**src/hw/rtl/four_sum_quadruplet_search_macros.svh**
```systemverilog
// ----------------------------------------------------------------------------
// Four-sum quadruplet search: assertion macros
// Shared concurrent assertion forms for the block's modules.
// ----------------------------------------------------------------------------
`ifndef FOUR_SUM_QUADRUPLET_SEARCH_MACROS_SVH
`define FOUR_SUM_QUADRUPLET_SEARCH_MACROS_SVH

// The consequent must hold in the same cycle as the antecedent.
`define FSQ_ASSERT_NOW(label, clk, rst, ante, cons) \
label: assert property (@(posedge clk) disable iff (rst) (ante) |-> (cons)) \
   else $error("four sum search: same-cycle check failed");

// The consequent must hold in the cycle after the antecedent.
`define FSQ_ASSERT_NEXT(label, clk, rst, ante, cons) \
label: assert property (@(posedge clk) disable iff (rst) (ante) |=> (cons)) \
   else $error("four sum search: next-cycle check failed");

`endif

```
**src/hw/rtl/fsq_pkg.sv**
```systemverilog
// ----------------------------------------------------------------------------
// Four-sum quadruplet search package
// Widths, operation and status codes, datapath commands and status flags.
// ----------------------------------------------------------------------------
package fsq_pkg;

   localparam int MaxItemsDefault = 64;
   localparam int DataWidth       = 32;
   localparam int SumWidth        = 34;

   // Operation codes carried on the request tuser.
   localparam logic [1:0] OP_LOAD  = 2'd0;
   localparam logic [1:0] OP_FETCH = 2'd1;
   localparam logic [1:0] OP_CLEAR = 2'd2;
   localparam logic [1:0] OP_NOP   = 2'd3;

   // Status codes carried on the response tuser.
   localparam logic [1:0] ST_FOUND    = 2'd0;
   localparam logic [1:0] ST_FINISHED = 2'd1;
   localparam logic [1:0] ST_ACCEPTED = 2'd2;
   localparam logic [1:0] ST_DROPPED  = 2'd3;

   // Register map.
   localparam logic REG_TARGET_SUM = 1'b0;

   typedef logic [4:0] cmd_type;

   // Commands from the controller to the datapath, one per cycle.
   localparam cmd_type CMD_NONE        = 5'd0;
   localparam cmd_type CMD_RESTART     = 5'd1;
   localparam cmd_type CMD_CLEAR       = 5'd2;
   localparam cmd_type CMD_INS_START   = 5'd3;
   localparam cmd_type CMD_INS_READ    = 5'd4;
   localparam cmd_type CMD_INS_SHIFT   = 5'd5;
   localparam cmd_type CMD_INS_PLACE   = 5'd6;
   localparam cmd_type CMD_START       = 5'd7;
   localparam cmd_type CMD_FINISH      = 5'd8;
   localparam cmd_type CMD_READ_AB     = 5'd9;
   localparam cmd_type CMD_LATCH_AB    = 5'd10;
   localparam cmd_type CMD_READ_CD     = 5'd11;
   localparam cmd_type CMD_SUM         = 5'd12;
   localparam cmd_type CMD_LO_INC      = 5'd13;
   localparam cmd_type CMD_HI_DEC      = 5'd14;
   localparam cmd_type CMD_READ_LNEXT  = 5'd15;
   localparam cmd_type CMD_READ_HPREV  = 5'd16;
   localparam cmd_type CMD_STEP        = 5'd17;
   localparam cmd_type CMD_J_INIT      = 5'd18;
   localparam cmd_type CMD_READ_J      = 5'd19;
   localparam cmd_type CMD_J_INC       = 5'd20;
   localparam cmd_type CMD_J_TAKE      = 5'd21;
   localparam cmd_type CMD_I_INIT      = 5'd22;
   localparam cmd_type CMD_I_TAKE      = 5'd23;
   localparam cmd_type CMD_EMIT_Q      = 5'd24;
   localparam cmd_type CMD_EMIT_Z      = 5'd25;

   // Flags from the datapath back to the controller.
   typedef struct packed {
      logic full;
      logic lt4;
      logic p_zero;
      logic ins_greater;
      logic lo_lt_hi;
      logic sum_eq;
      logic sum_lt;
      logic lnext_eq;
      logic hprev_eq;
      logic j_in;
      logic i_in;
      logic j_dup;
      logic i_dup;
      logic started;
      logic finished;
   } dp_status_type;

endpackage

```
**src/hw/rtl/fsq_datapath.sv**
```systemverilog
// ----------------------------------------------------------------------------
// Four-sum search datapath
// Sorted value store, search indices, sum unit and result word registers.
// ----------------------------------------------------------------------------
module fsq_datapath #(
   parameter int MaxItems = fsq_pkg::MaxItemsDefault
) (
   input  logic                                  clock,
   input  logic                                  reset,
   input  fsq_pkg::cmd_type                      cmd,
   input  logic signed [fsq_pkg::DataWidth-1:0]  req_value,
   input  logic signed [fsq_pkg::DataWidth-1:0]  target_sum,
   output fsq_pkg::dp_status_type                status,
   output logic signed [fsq_pkg::DataWidth-1:0]  first_value,
   output logic signed [fsq_pkg::DataWidth-1:0]  second_value,
   output logic signed [fsq_pkg::DataWidth-1:0]  third_value,
   output logic signed [fsq_pkg::DataWidth-1:0]  fourth_value
);

   `include "four_sum_quadruplet_search_macros.svh"

   localparam int IW = $clog2(MaxItems);
   localparam int CW = $clog2(MaxItems + 1);
   localparam int DW = fsq_pkg::DataWidth;
   localparam int SW = fsq_pkg::SumWidth;

   logic [DW-1:0] mem [MaxItems];

   logic [CW-1:0] count_ff, count_in;
   logic [CW-1:0] p_ff, p_in;
   logic [CW-1:0] oi_ff, oi_in;
   logic [CW-1:0] si_ff, si_in;
   logic [CW-1:0] lo_ff, lo_in;
   logic [CW-1:0] hi_ff, hi_in;
   logic [CW-1:0] k_ff, k_in;
   logic          started_ff, started_in;
   logic          finished_ff, finished_in;

   logic signed [DW-1:0] v_ff, v_in;
   logic signed [DW-1:0] a_ff, a_in;
   logic signed [DW-1:0] b_ff, b_in;
   logic signed [DW-1:0] c_ff, c_in;
   logic signed [DW-1:0] d_ff, d_in;
   logic signed [SW-1:0] sum_ff, sum_in;
   logic signed [DW-1:0] rd_a_ff, rd_b_ff;
   logic signed [DW-1:0] q0_ff, q1_ff, q2_ff, q3_ff;

   logic [CW-1:0] addr_a, addr_b;
   logic          we;
   logic [CW-1:0] waddr;
   logic [DW-1:0] wdata;
   logic [CW-1:0] last_idx;
   logic signed [SW-1:0] target_ext;

   assign last_idx   = count_ff - CW'(1);
   assign target_ext = SW'(target_sum);

   // Read addresses and the store write port follow the command.
   always_comb begin
      addr_a = '0;
      addr_b = '0;
      we     = 1'b0;
      waddr  = p_ff;
      wdata  = v_ff;
      case (cmd)
         fsq_pkg::CMD_INS_READ:   addr_a = p_ff - CW'(1);
         fsq_pkg::CMD_INS_SHIFT: begin
            we    = 1'b1;
            wdata = rd_a_ff;
         end
         fsq_pkg::CMD_INS_PLACE:  we = 1'b1;
         fsq_pkg::CMD_READ_AB: begin
            addr_a = oi_ff;
            addr_b = si_ff;
         end
         fsq_pkg::CMD_READ_CD: begin
            addr_a = lo_ff;
            addr_b = hi_ff;
         end
         fsq_pkg::CMD_READ_LNEXT: addr_b = lo_ff + CW'(1);
         fsq_pkg::CMD_READ_HPREV: addr_b = hi_ff - CW'(1);
         fsq_pkg::CMD_READ_J: begin
            addr_a = k_ff;
            addr_b = k_ff - CW'(1);
         end
         default: ;
      endcase
   end

   // Value store with registered read data.
   always_ff @(posedge clock) begin
      if (we) begin
         mem[waddr[IW-1:0]] <= wdata;
      end
      rd_a_ff <= mem[addr_a[IW-1:0]];
      rd_b_ff <= mem[addr_b[IW-1:0]];
   end

   // Next values of the index and operand registers.
   always_comb begin
      count_in    = count_ff;
      p_in        = p_ff;
      oi_in       = oi_ff;
      si_in       = si_ff;
      lo_in       = lo_ff;
      hi_in       = hi_ff;
      k_in        = k_ff;
      started_in  = started_ff;
      finished_in = finished_ff;
      v_in        = v_ff;
      a_in        = a_ff;
      b_in        = b_ff;
      c_in        = c_ff;
      d_in        = d_ff;
      sum_in      = sum_ff;
      case (cmd)
         fsq_pkg::CMD_RESTART, fsq_pkg::CMD_CLEAR, fsq_pkg::CMD_INS_START: begin
            oi_in       = '0;
            si_in       = '0;
            lo_in       = '0;
            hi_in       = '0;
            started_in  = 1'b0;
            finished_in = 1'b0;
            if (cmd == fsq_pkg::CMD_CLEAR) begin
               count_in = '0;
            end
            if (cmd == fsq_pkg::CMD_INS_START) begin
               v_in = req_value;
               p_in = count_ff;
            end
         end
         fsq_pkg::CMD_INS_SHIFT: p_in = p_ff - CW'(1);
         fsq_pkg::CMD_INS_PLACE: count_in = count_ff + CW'(1);
         fsq_pkg::CMD_START: begin
            started_in = 1'b1;
            oi_in      = '0;
            si_in      = CW'(1);
            lo_in      = CW'(2);
            hi_in      = last_idx;
         end
         fsq_pkg::CMD_FINISH: begin
            started_in  = 1'b1;
            finished_in = 1'b1;
         end
         fsq_pkg::CMD_LATCH_AB: begin
            a_in = rd_a_ff;
            b_in = rd_b_ff;
         end
         fsq_pkg::CMD_SUM: begin
            c_in   = rd_a_ff;
            d_in   = rd_b_ff;
            sum_in = SW'(a_ff) + SW'(b_ff) + SW'(rd_a_ff) + SW'(rd_b_ff);
         end
         fsq_pkg::CMD_LO_INC: lo_in = lo_ff + CW'(1);
         fsq_pkg::CMD_HI_DEC: hi_in = hi_ff - CW'(1);
         fsq_pkg::CMD_STEP: begin
            lo_in = lo_ff + CW'(1);
            hi_in = hi_ff - CW'(1);
         end
         fsq_pkg::CMD_J_INIT: k_in = si_ff + CW'(1);
         fsq_pkg::CMD_I_INIT: k_in = oi_ff + CW'(1);
         fsq_pkg::CMD_J_INC:  k_in = k_ff + CW'(1);
         fsq_pkg::CMD_J_TAKE: begin
            si_in = k_ff;
            b_in  = rd_a_ff;
            lo_in = k_ff + CW'(1);
            hi_in = last_idx;
         end
         fsq_pkg::CMD_I_TAKE: begin
            oi_in = k_ff;
            si_in = k_ff + CW'(1);
            lo_in = k_ff + CW'(2);
            hi_in = last_idx;
         end
         default: ;
      endcase
   end

   // Control registers.
   always_ff @(posedge clock) begin
      if (reset) begin
         count_ff    <= '0;
         oi_ff       <= '0;
         si_ff       <= '0;
         lo_ff       <= '0;
         hi_ff       <= '0;
         started_ff  <= 1'b0;
         finished_ff <= 1'b0;
      end else begin
         count_ff    <= count_in;
         oi_ff       <= oi_in;
         si_ff       <= si_in;
         lo_ff       <= lo_in;
         hi_ff       <= hi_in;
         started_ff  <= started_in;
         finished_ff <= finished_in;
      end
   end

   // Payload registers.
   always_ff @(posedge clock) begin
      p_ff   <= p_in;
      k_ff   <= k_in;
      v_ff   <= v_in;
      a_ff   <= a_in;
      b_ff   <= b_in;
      c_ff   <= c_in;
      d_ff   <= d_in;
      sum_ff <= sum_in;
      if (cmd == fsq_pkg::CMD_EMIT_Q) begin
         q0_ff <= a_ff;
         q1_ff <= b_ff;
         q2_ff <= c_ff;
         q3_ff <= d_ff;
      end else if (cmd == fsq_pkg::CMD_EMIT_Z) begin
         q0_ff <= '0;
         q1_ff <= '0;
         q2_ff <= '0;
         q3_ff <= '0;
      end
   end

   assign first_value  = q0_ff;
   assign second_value = q1_ff;
   assign third_value  = q2_ff;
   assign fourth_value = q3_ff;

   // Flags for the controller.
   always_comb begin
      status.full        = (count_ff == CW'(MaxItems));
      status.lt4         = (count_ff < CW'(4));
      status.p_zero      = (p_ff == '0);
      status.ins_greater = (rd_a_ff > v_ff);
      status.lo_lt_hi    = (lo_ff < hi_ff);
      status.sum_eq      = (sum_ff == target_ext);
      status.sum_lt      = (sum_ff < target_ext);
      status.lnext_eq    = (rd_b_ff == c_ff);
      status.hprev_eq    = (rd_b_ff == d_ff);
      status.j_in        = (({1'b0, k_ff} + (CW + 1)'(2)) < {1'b0, count_ff});
      status.i_in        = (({1'b0, k_ff} + (CW + 1)'(3)) < {1'b0, count_ff});
      status.j_dup       = ({1'b0, k_ff} > ({1'b0, oi_ff} + (CW + 1)'(1)))
                           && (rd_a_ff == rd_b_ff);
      status.i_dup       = (rd_a_ff == rd_b_ff);
      status.started     = started_ff;
      status.finished    = finished_ff;
   end

   // The fill count never passes the store depth.
   `FSQ_ASSERT_NOW(a_count_range, clock, reset, 1'b1, count_ff <= CW'(MaxItems))
   // A finished search has always been started.
   `FSQ_ASSERT_NOW(a_finish_started, clock, reset, finished_ff, started_ff)
   // Placing a value grows the store by exactly one.
   `FSQ_ASSERT_NEXT(a_place_count, clock, reset, cmd == fsq_pkg::CMD_INS_PLACE,
      count_ff == CW'($past(count_ff) + CW'(1)))

endmodule

```
**src/hw/rtl/fsq_ctrl.sv**
```systemverilog
// ----------------------------------------------------------------------------
// Four-sum search controller
// Sequences insertion, the resumable search and the response word.
// ----------------------------------------------------------------------------
module fsq_ctrl (
   input  logic                   clock,
   input  logic                   reset,
   input  logic                   req_tvalid,
   output logic                   req_tready,
   input  logic [1:0]             req_tuser,
   output logic                   rsp_tvalid,
   input  logic                   rsp_tready,
   output logic [1:0]             rsp_tuser,
   output fsq_pkg::cmd_type       cmd,
   input  fsq_pkg::dp_status_type status
);

   localparam logic [4:0] S_IDLE       = 5'd0;
   localparam logic [4:0] S_INS_LOOP   = 5'd1;
   localparam logic [4:0] S_INS_CMP    = 5'd2;
   localparam logic [4:0] S_RD_AB      = 5'd3;
   localparam logic [4:0] S_LATCH_AB   = 5'd4;
   localparam logic [4:0] S_SCAN       = 5'd5;
   localparam logic [4:0] S_SUM        = 5'd6;
   localparam logic [4:0] S_CMP        = 5'd7;
   localparam logic [4:0] S_SKIP_L     = 5'd8;
   localparam logic [4:0] S_SKIP_L_CMP = 5'd9;
   localparam logic [4:0] S_SKIP_H     = 5'd10;
   localparam logic [4:0] S_SKIP_H_CMP = 5'd11;
   localparam logic [4:0] S_J_CHECK    = 5'd12;
   localparam logic [4:0] S_J_CMP      = 5'd13;
   localparam logic [4:0] S_I_CHECK    = 5'd14;
   localparam logic [4:0] S_I_CMP      = 5'd15;
   localparam logic [4:0] S_DONE       = 5'd16;

   logic [4:0] state_ff, state_in;
   logic [1:0] st_ff, st_in;
   logic [1:0] rsp_status_ff, rsp_status_in;
   logic       rsp_valid_ff, rsp_valid_in;
   logic       req_fire;
   logic       emit;

   assign req_tready = (state_ff == S_IDLE);
   assign req_fire   = req_tvalid && req_tready;
   assign rsp_tvalid = rsp_valid_ff;
   assign rsp_tuser  = rsp_status_ff;

   // State sequencing and command issue.
   always_comb begin
      state_in = state_ff;
      st_in    = st_ff;
      cmd      = fsq_pkg::CMD_NONE;
      emit     = 1'b0;
      case (state_ff)
         S_IDLE: begin
            if (req_fire) begin
               case (req_tuser)
                  fsq_pkg::OP_LOAD: begin
                     if (status.full) begin
                        cmd      = fsq_pkg::CMD_RESTART;
                        st_in    = fsq_pkg::ST_DROPPED;
                        state_in = S_DONE;
                     end else begin
                        cmd      = fsq_pkg::CMD_INS_START;
                        state_in = S_INS_LOOP;
                     end
                  end
                  fsq_pkg::OP_FETCH: begin
                     if (status.finished) begin
                        st_in    = fsq_pkg::ST_FINISHED;
                        state_in = S_DONE;
                     end else if (!status.started) begin
                        if (status.lt4) begin
                           cmd      = fsq_pkg::CMD_FINISH;
                           st_in    = fsq_pkg::ST_FINISHED;
                           state_in = S_DONE;
                        end else begin
                           cmd      = fsq_pkg::CMD_START;
                           state_in = S_RD_AB;
                        end
                     end else begin
                        state_in = S_SCAN;
                     end
                  end
                  fsq_pkg::OP_CLEAR: begin
                     cmd      = fsq_pkg::CMD_CLEAR;
                     st_in    = fsq_pkg::ST_ACCEPTED;
                     state_in = S_DONE;
                  end
                  default: ;
               endcase
            end
         end
         // Sorted insertion: shift larger entries up one slot at a time.
         S_INS_LOOP: begin
            if (status.p_zero) begin
               cmd      = fsq_pkg::CMD_INS_PLACE;
               st_in    = fsq_pkg::ST_ACCEPTED;
               state_in = S_DONE;
            end else begin
               cmd      = fsq_pkg::CMD_INS_READ;
               state_in = S_INS_CMP;
            end
         end
         S_INS_CMP: begin
            if (status.ins_greater) begin
               cmd      = fsq_pkg::CMD_INS_SHIFT;
               state_in = S_INS_LOOP;
            end else begin
               cmd      = fsq_pkg::CMD_INS_PLACE;
               st_in    = fsq_pkg::ST_ACCEPTED;
               state_in = S_DONE;
            end
         end
         // Fetch the two outer values.
         S_RD_AB: begin
            cmd      = fsq_pkg::CMD_READ_AB;
            state_in = S_LATCH_AB;
         end
         S_LATCH_AB: begin
            cmd      = fsq_pkg::CMD_LATCH_AB;
            state_in = S_SCAN;
         end
         // Two-pointer scan.
         S_SCAN: begin
            if (status.lo_lt_hi) begin
               cmd      = fsq_pkg::CMD_READ_CD;
               state_in = S_SUM;
            end else begin
               cmd      = fsq_pkg::CMD_J_INIT;
               state_in = S_J_CHECK;
            end
         end
         S_SUM: begin
            cmd      = fsq_pkg::CMD_SUM;
            state_in = S_CMP;
         end
         S_CMP: begin
            if (status.sum_eq) begin
               state_in = S_SKIP_L;
            end else if (status.sum_lt) begin
               cmd      = fsq_pkg::CMD_LO_INC;
               state_in = S_SCAN;
            end else begin
               cmd      = fsq_pkg::CMD_HI_DEC;
               state_in = S_SCAN;
            end
         end
         // Step past repeats of the third and fourth values.
         S_SKIP_L: begin
            if (status.lo_lt_hi) begin
               cmd      = fsq_pkg::CMD_READ_LNEXT;
               state_in = S_SKIP_L_CMP;
            end else begin
               state_in = S_SKIP_H;
            end
         end
         S_SKIP_L_CMP: begin
            if (status.lnext_eq) begin
               cmd      = fsq_pkg::CMD_LO_INC;
               state_in = S_SKIP_L;
            end else begin
               state_in = S_SKIP_H;
            end
         end
         S_SKIP_H: begin
            if (status.lo_lt_hi) begin
               cmd      = fsq_pkg::CMD_READ_HPREV;
               state_in = S_SKIP_H_CMP;
            end else begin
               cmd      = fsq_pkg::CMD_STEP;
               st_in    = fsq_pkg::ST_FOUND;
               state_in = S_DONE;
            end
         end
         S_SKIP_H_CMP: begin
            if (status.hprev_eq) begin
               cmd      = fsq_pkg::CMD_HI_DEC;
               state_in = S_SKIP_H;
            end else begin
               cmd      = fsq_pkg::CMD_STEP;
               st_in    = fsq_pkg::ST_FOUND;
               state_in = S_DONE;
            end
         end
         // Advance the second index past repeated values.
         S_J_CHECK: begin
            if (status.j_in) begin
               cmd      = fsq_pkg::CMD_READ_J;
               state_in = S_J_CMP;
            end else begin
               cmd      = fsq_pkg::CMD_I_INIT;
               state_in = S_I_CHECK;
            end
         end
         S_J_CMP: begin
            if (status.j_dup) begin
               cmd      = fsq_pkg::CMD_J_INC;
               state_in = S_J_CHECK;
            end else begin
               cmd      = fsq_pkg::CMD_J_TAKE;
               state_in = S_SCAN;
            end
         end
         // Advance the first index past repeated values.
         S_I_CHECK: begin
            if (status.i_in) begin
               cmd      = fsq_pkg::CMD_READ_J;
               state_in = S_I_CMP;
            end else begin
               cmd      = fsq_pkg::CMD_FINISH;
               st_in    = fsq_pkg::ST_FINISHED;
               state_in = S_DONE;
            end
         end
         S_I_CMP: begin
            if (status.i_dup) begin
               cmd      = fsq_pkg::CMD_J_INC;
               state_in = S_I_CHECK;
            end else begin
               cmd      = fsq_pkg::CMD_I_TAKE;
               state_in = S_RD_AB;
            end
         end
         // Load the response word once the output slot is free.
         S_DONE: begin
            if (!rsp_valid_ff || rsp_tready) begin
               emit     = 1'b1;
               cmd      = (st_ff == fsq_pkg::ST_FOUND) ? fsq_pkg::CMD_EMIT_Q
                                                       : fsq_pkg::CMD_EMIT_Z;
               state_in = S_IDLE;
            end
         end
         default: state_in = S_IDLE;
      endcase
   end

   // Response word handshake.
   always_comb begin
      rsp_status_in = rsp_status_ff;
      rsp_valid_in  = rsp_valid_ff;
      if (emit) begin
         rsp_valid_in  = 1'b1;
         rsp_status_in = st_ff;
      end else if (rsp_tready) begin
         rsp_valid_in = 1'b0;
      end
   end

   always_ff @(posedge clock) begin
      if (reset) begin
         state_ff     <= S_IDLE;
         rsp_valid_ff <= 1'b0;
      end else begin
         state_ff     <= state_in;
         rsp_valid_ff <= rsp_valid_in;
      end
   end

   always_ff @(posedge clock) begin
      st_ff         <= st_in;
      rsp_status_ff <= rsp_status_in;
   end

endmodule

```
**src/hw/rtl/four_sum_quadruplet_search.sv**
```systemverilog
// A clear or a dropped load goes straight to the response; a load reads and
// shifts each larger stored value up one slot, then places the new one. A
// fetch reads, sums and compares per two-pointer step, and reads and compares
// per skipped repeat, the store reads being registered. One word in flight;
// the next word is taken once the previous one sits in the response register.
// Reset empties the store and search state; contents stay and need no clearing.
// ----------------------------------------------------------------------------
// Four-sum quadruplet search
// Sorted value store with a resumable four-sum search and a register port.
// ----------------------------------------------------------------------------
module four_sum_quadruplet_search #(
   parameter int MaxItems = fsq_pkg::MaxItemsDefault
) (
   input  logic         clock,
   input  logic         reset,
   input  logic         req_tvalid,
   output logic         req_tready,
   input  logic [31:0]  req_tdata,   // value[31:0]
   input  logic [1:0]   req_tuser,   // op[1:0]
   output logic         rsp_tvalid,
   input  logic         rsp_tready,
   output logic [127:0] rsp_tdata,   // first, second, third, fourth value
   output logic [1:0]   rsp_tuser,   // status[1:0]
   input  logic         csr_psel,
   input  logic         csr_penable,
   input  logic         csr_pwrite,
   input  logic [0:0]   csr_paddr,
   input  logic [31:0]  csr_pwdata,
   output logic [31:0]  csr_prdata,
   output logic         csr_pready
);

   fsq_pkg::cmd_type       cmd;
   fsq_pkg::dp_status_type status;
   logic signed [31:0]     target_sum_ff;
   logic signed [31:0]     first_value, second_value, third_value, fourth_value;

   // Register port: single target register, always ready.
   assign csr_pready = 1'b1;
   assign csr_prdata = (csr_paddr[0] == fsq_pkg::REG_TARGET_SUM) ? target_sum_ff : '0;

   always_ff @(posedge clock) begin
      if (reset) begin
         target_sum_ff <= '0;
      end else if (csr_psel && csr_penable && csr_pwrite && csr_pready &&
                   csr_paddr[0] == fsq_pkg::REG_TARGET_SUM) begin
         target_sum_ff <= csr_pwdata;
      end
   end

   fsq_ctrl u_ctrl (
      .clock      (clock),
      .reset      (reset),
      .req_tvalid (req_tvalid),
      .req_tready (req_tready),
      .req_tuser  (req_tuser),
      .rsp_tvalid (rsp_tvalid),
      .rsp_tready (rsp_tready),
      .rsp_tuser  (rsp_tuser),
      .cmd        (cmd),
      .status     (status)
   );

   fsq_datapath #(
      .MaxItems (MaxItems)
   ) u_datapath (
      .clock        (clock),
      .reset        (reset),
      .cmd          (cmd),
      .req_value    (req_tdata),
      .target_sum   (target_sum_ff),
      .status       (status),
      .first_value  (first_value),
      .second_value (second_value),
      .third_value  (third_value),
      .fourth_value (fourth_value)
   );

   assign rsp_tdata = {fourth_value, third_value, second_value, first_value};

endmodule
```
**config.mk**
```make
export PLATFORM = sky130hd
export DESIGN_NAME = four_sum_quadruplet_search
export DESIGN_NICKNAME = d
export VERILOG_FILES = /design/src/hw/rtl/fsq_pkg.sv /design/src/hw/rtl/fsq_datapath.sv /design/src/hw/rtl/fsq_ctrl.sv /design/src/hw/rtl/four_sum_quadruplet_search.sv
export VERILOG_INCLUDE_DIRS = /design/src /design/src/hw/rtl
export SDC_FILE = /design/constraint.sdc
export NUM_CORES = 2
export LEC_CHECK = 0
export ABC_CLOCK_PERIOD_IN_PS = 10200
export BUFFER_PORTS_ARGS = -buffer_cell sky130_fd_sc_hd__buf_2
export CORE_MARGIN = 3
export CORE_UTILIZATION = 30
export CTS_CLUSTER_DIAMETER = 120
export DETAILED_ROUTE_END_ITERATION = 12
export SYNTH_ARGS = -nofsm -noshare
export SYNTH_HDL_FRONTEND = slang
export SYNTH_SLANG_ARGS = --single-unit
```
**constraint.sdc**
```tcl
create_clock -name clock -period 10.2 [get_ports clock]
set_input_delay 1.53 -clock clock [delete_from_list [all_inputs] [get_ports clock]]
set_output_delay 1.53 -clock clock [all_outputs]
set_load 0.005 [all_outputs]
```
==> metrics.cfg <==
[routing]
dr.pass1.iters=6
routedWlPerCell_microns=29.8
viasPerCell=5.82
drtIter0Drc=14453
route.detailed.drc=0
antenna_left=0
vias=95388
totalWireLength_mm=488

[setup_path]
critPathKind=reg2reg
cp_max_fo=49
endpoint_kind=register
cp-start-kind=register
cp_data_arrival_time_ns=9.91
cp.required_ns=10.90

[cts]
root_buffer=clkbuf_16
numCtsBuffers=273
clkTransAtPathRegs_ns=0.06
tritoncts=yes
clkLatencyLatePin_ns=0.89
post_cts_buffers=0
cts_max_level=5
ctsHoldBuffers=0
clk_path_buf_depth=4
ctsResizeCount=0
clock-sinks=2527

[placed_design]
dpl-instance-area_sq_um=132000
port_buffers=237
dp_hpwl_mm=304
gp_congestion=0.940

[logic_synthesis]
synth-main-ff-cell=edfxtp_1
ys_seq_elements=2527
synthMostInstantiatedCell=nand2_1
synth_top_area_cell=edfxtp_1
avgSynthCellArea_sq_um=11.6
yosysSeqAreaShare_pct=60.6
ys_types=87
syn_area_sq_um=123000
yosys.area.top_type_share_pct=58.3
ys_top_cells_by_area=edfxtp_1, nand2_1, mux2i_1
netlist_instances=10632
synth-edff-count=2388
synthArstFlopShare_pct=0
synth_commonest_cells=nand2_1, edfxtp_1, nand3_1
ys.warnings.count=0
synth_nets=10946

[finish]
fin_nets=11055
design_area_sq_um=141000
drive_gt1_share_pct=11.7
seqCellArea_sq_um=74500
multiInputGateArea_sq_um=46000
fin_util_pct=34.7
fill_cells=39624
syn2layout_area_growth_pct=14.8

[sta]
rsz0062_at_grt=false
fin_tns_setup_ns=0
maxSlewViolCount=4
worst_pin_slew_ns=1.66
clock.fmax_mhz=109
setup_violations=0
slew_headroom_pct=-11.7
hold_viol_final=0
finalCritPeriodShare_pct=90.3
fin_skew_ns=0.0565
period_minus_slack_ns=9.21

[grt]
grt_antenna_before_repair=30
grt_overflow_total=0
grt_usage_pct=22.4
grt_max_degree=131
grt_pass1_vias=88645
grt_pass1_wl_mm=675

[outcome]
violations=capacitance limit, slew limit
status=complete, but fails checks

[floorplan]
fp-row-count=234
fp.dieW_microns=646
design.core.area_sq_um=407000
die_h_microns=646
start_util_pct=30.2
io_pins=239
die_area_sq_um=418000

[power]
max-vdd-ir-drop_mv=0.203
p_total_w=0.0325
p_leak_nw=52.0
power.density_nw_per_um2=230

[flow_run]
max-cap-violations=3

[worst_hold_path]
hold_path_class=reg2reg

[worst paths after layout]
path / start / to / slack [ns] / depth (start not counted)
setup / recovery: u_datapath.rd_a_ff[22] / u_datapath.rd_b_ff[16] / 0.99 / 20
hold / removal: target_sum_ff[20] / target_sum_ff[20] / 0.46 / 2
hold reg to reg: target_sum_ff[20] / target_sum_ff[20] / 0.46 / 2
setup reg to reg: u_datapath.rd_a_ff[22] / u_datapath.rd_b_ff[16] / 0.99 / 20
[sequential cells by signal, summed over array words and instances (netlist names), 5 cells and up]
name,count
target_sum_ff,32
u_datapath.k_ff,7
u_datapath.count_ff,7
u_datapath.hi_ff,7
u_datapath.mem,2048
u_datapath.b_ff,32
u_datapath.d_ff,32
u_datapath.v_ff,32
u_datapath.rd_a_ff,32
u_datapath.first_value,32
u_datapath.p_ff,7
u_datapath.oi_ff,7
u_datapath.si_ff,7
u_datapath.third_value,32
u_ctrl.state_ff,5
u_datapath.c_ff,32
u_datapath.fourth_value,32
u_datapath.sum_ff,34
u_datapath.lo_ff,7
u_datapath.a_ff,32
u_datapath.rd_b_ff,32
u_datapath.second_value,32
[area by class of cell]
cell class,instances,area share [%]
multi-input combinational,7208,32.6
clock inverter,132,0.931
sequential,2527,52.8
antenna,12,0.0213
tap,5428,4.81
timing repair buffer,614,3.38
clock buffer,348,5.21
inverter,117,0.311
[critical path: stages (launching register included)]
cell	delay (ns)
dfxtp_1	0.88
ha_1	0.37
nor4_1	0.67
nand2_1	0.12
nor4_1	0.31
buf_4	0.23
a211oi_4	0.07
buf_4	0.32
or3_4	0.43
a2111oi_4	0.66
buf_4	0.30
nor3_2	0.16
a2111oi_4	1.09
buf_12	0.27
buf_4	0.24
buf_12	0.32
mux4_2	0.55
a22o_1	0.24
nor4_1	1.33
buf_4	0.29
a211oi_1	0.09
[metal layers]
metal / track usage, % / part of all wire [%]
met1: 28.7 / 37
met2: 34.1 / 44
met3: 6.78 / 13
met4: 11.2 / 5.8
met5: 0 / 0.024
[stage by stage]
stage	hold slack [ns]	std cells	setup slack, ns
global route	0.466	16375	1.18
global placement	0.435	15887	1.13
detailed placement	0.445	15894	1.42
floorplan	0.421	10632	2.23
CTS	0.455	16374	1.42
finish	0.455	16386	0.990
[cell usage in the layout, fill, tap and decap left out, types with 143 or more instances in the layout]
| master | count |
|---|---|
| nand2_1 | 2572 |
| edfxtp_1 | 2388 |
| nand3_1 | 952 |
| mux2i_1 | 843 |
| buf_4 | 317 |
| clkbuf_16 | 278 |
| a21oi_1 | 252 |
| buf_2 | 237 |
| nor3_1 | 218 |
| and3_1 | 181 |
| ha_1 | 175 |
| nand4_1 | 172 |
| a32oi_1 | 168 |
| nor4_1 | 143 |
[report_power, final]
group / internal [W] / switching [W] / total, W
Clock: 0.00565 / 0.00427 / 0.00993
Sequential: 0.0120 / 0.000710 / 0.0128
Combinational: 0.00332 / 0.00652 / 0.00984
[kinds of logic (layout without fill, tap and decap cells)]
logic type	Yosys count	in the layout	share of synthesized area, %
other cells	1	13	0.00305
flops	2527	2527	60.6
simple gates	4624	4624	16.8
mux	911	911	8.07
fa+ha+maj	240	240	2.84
xor+xnor	147	147	1.05
compound gates	1285	1285	7.55
buf+inv	897	1211	3.13
Power figures use the tool's default switching activity.
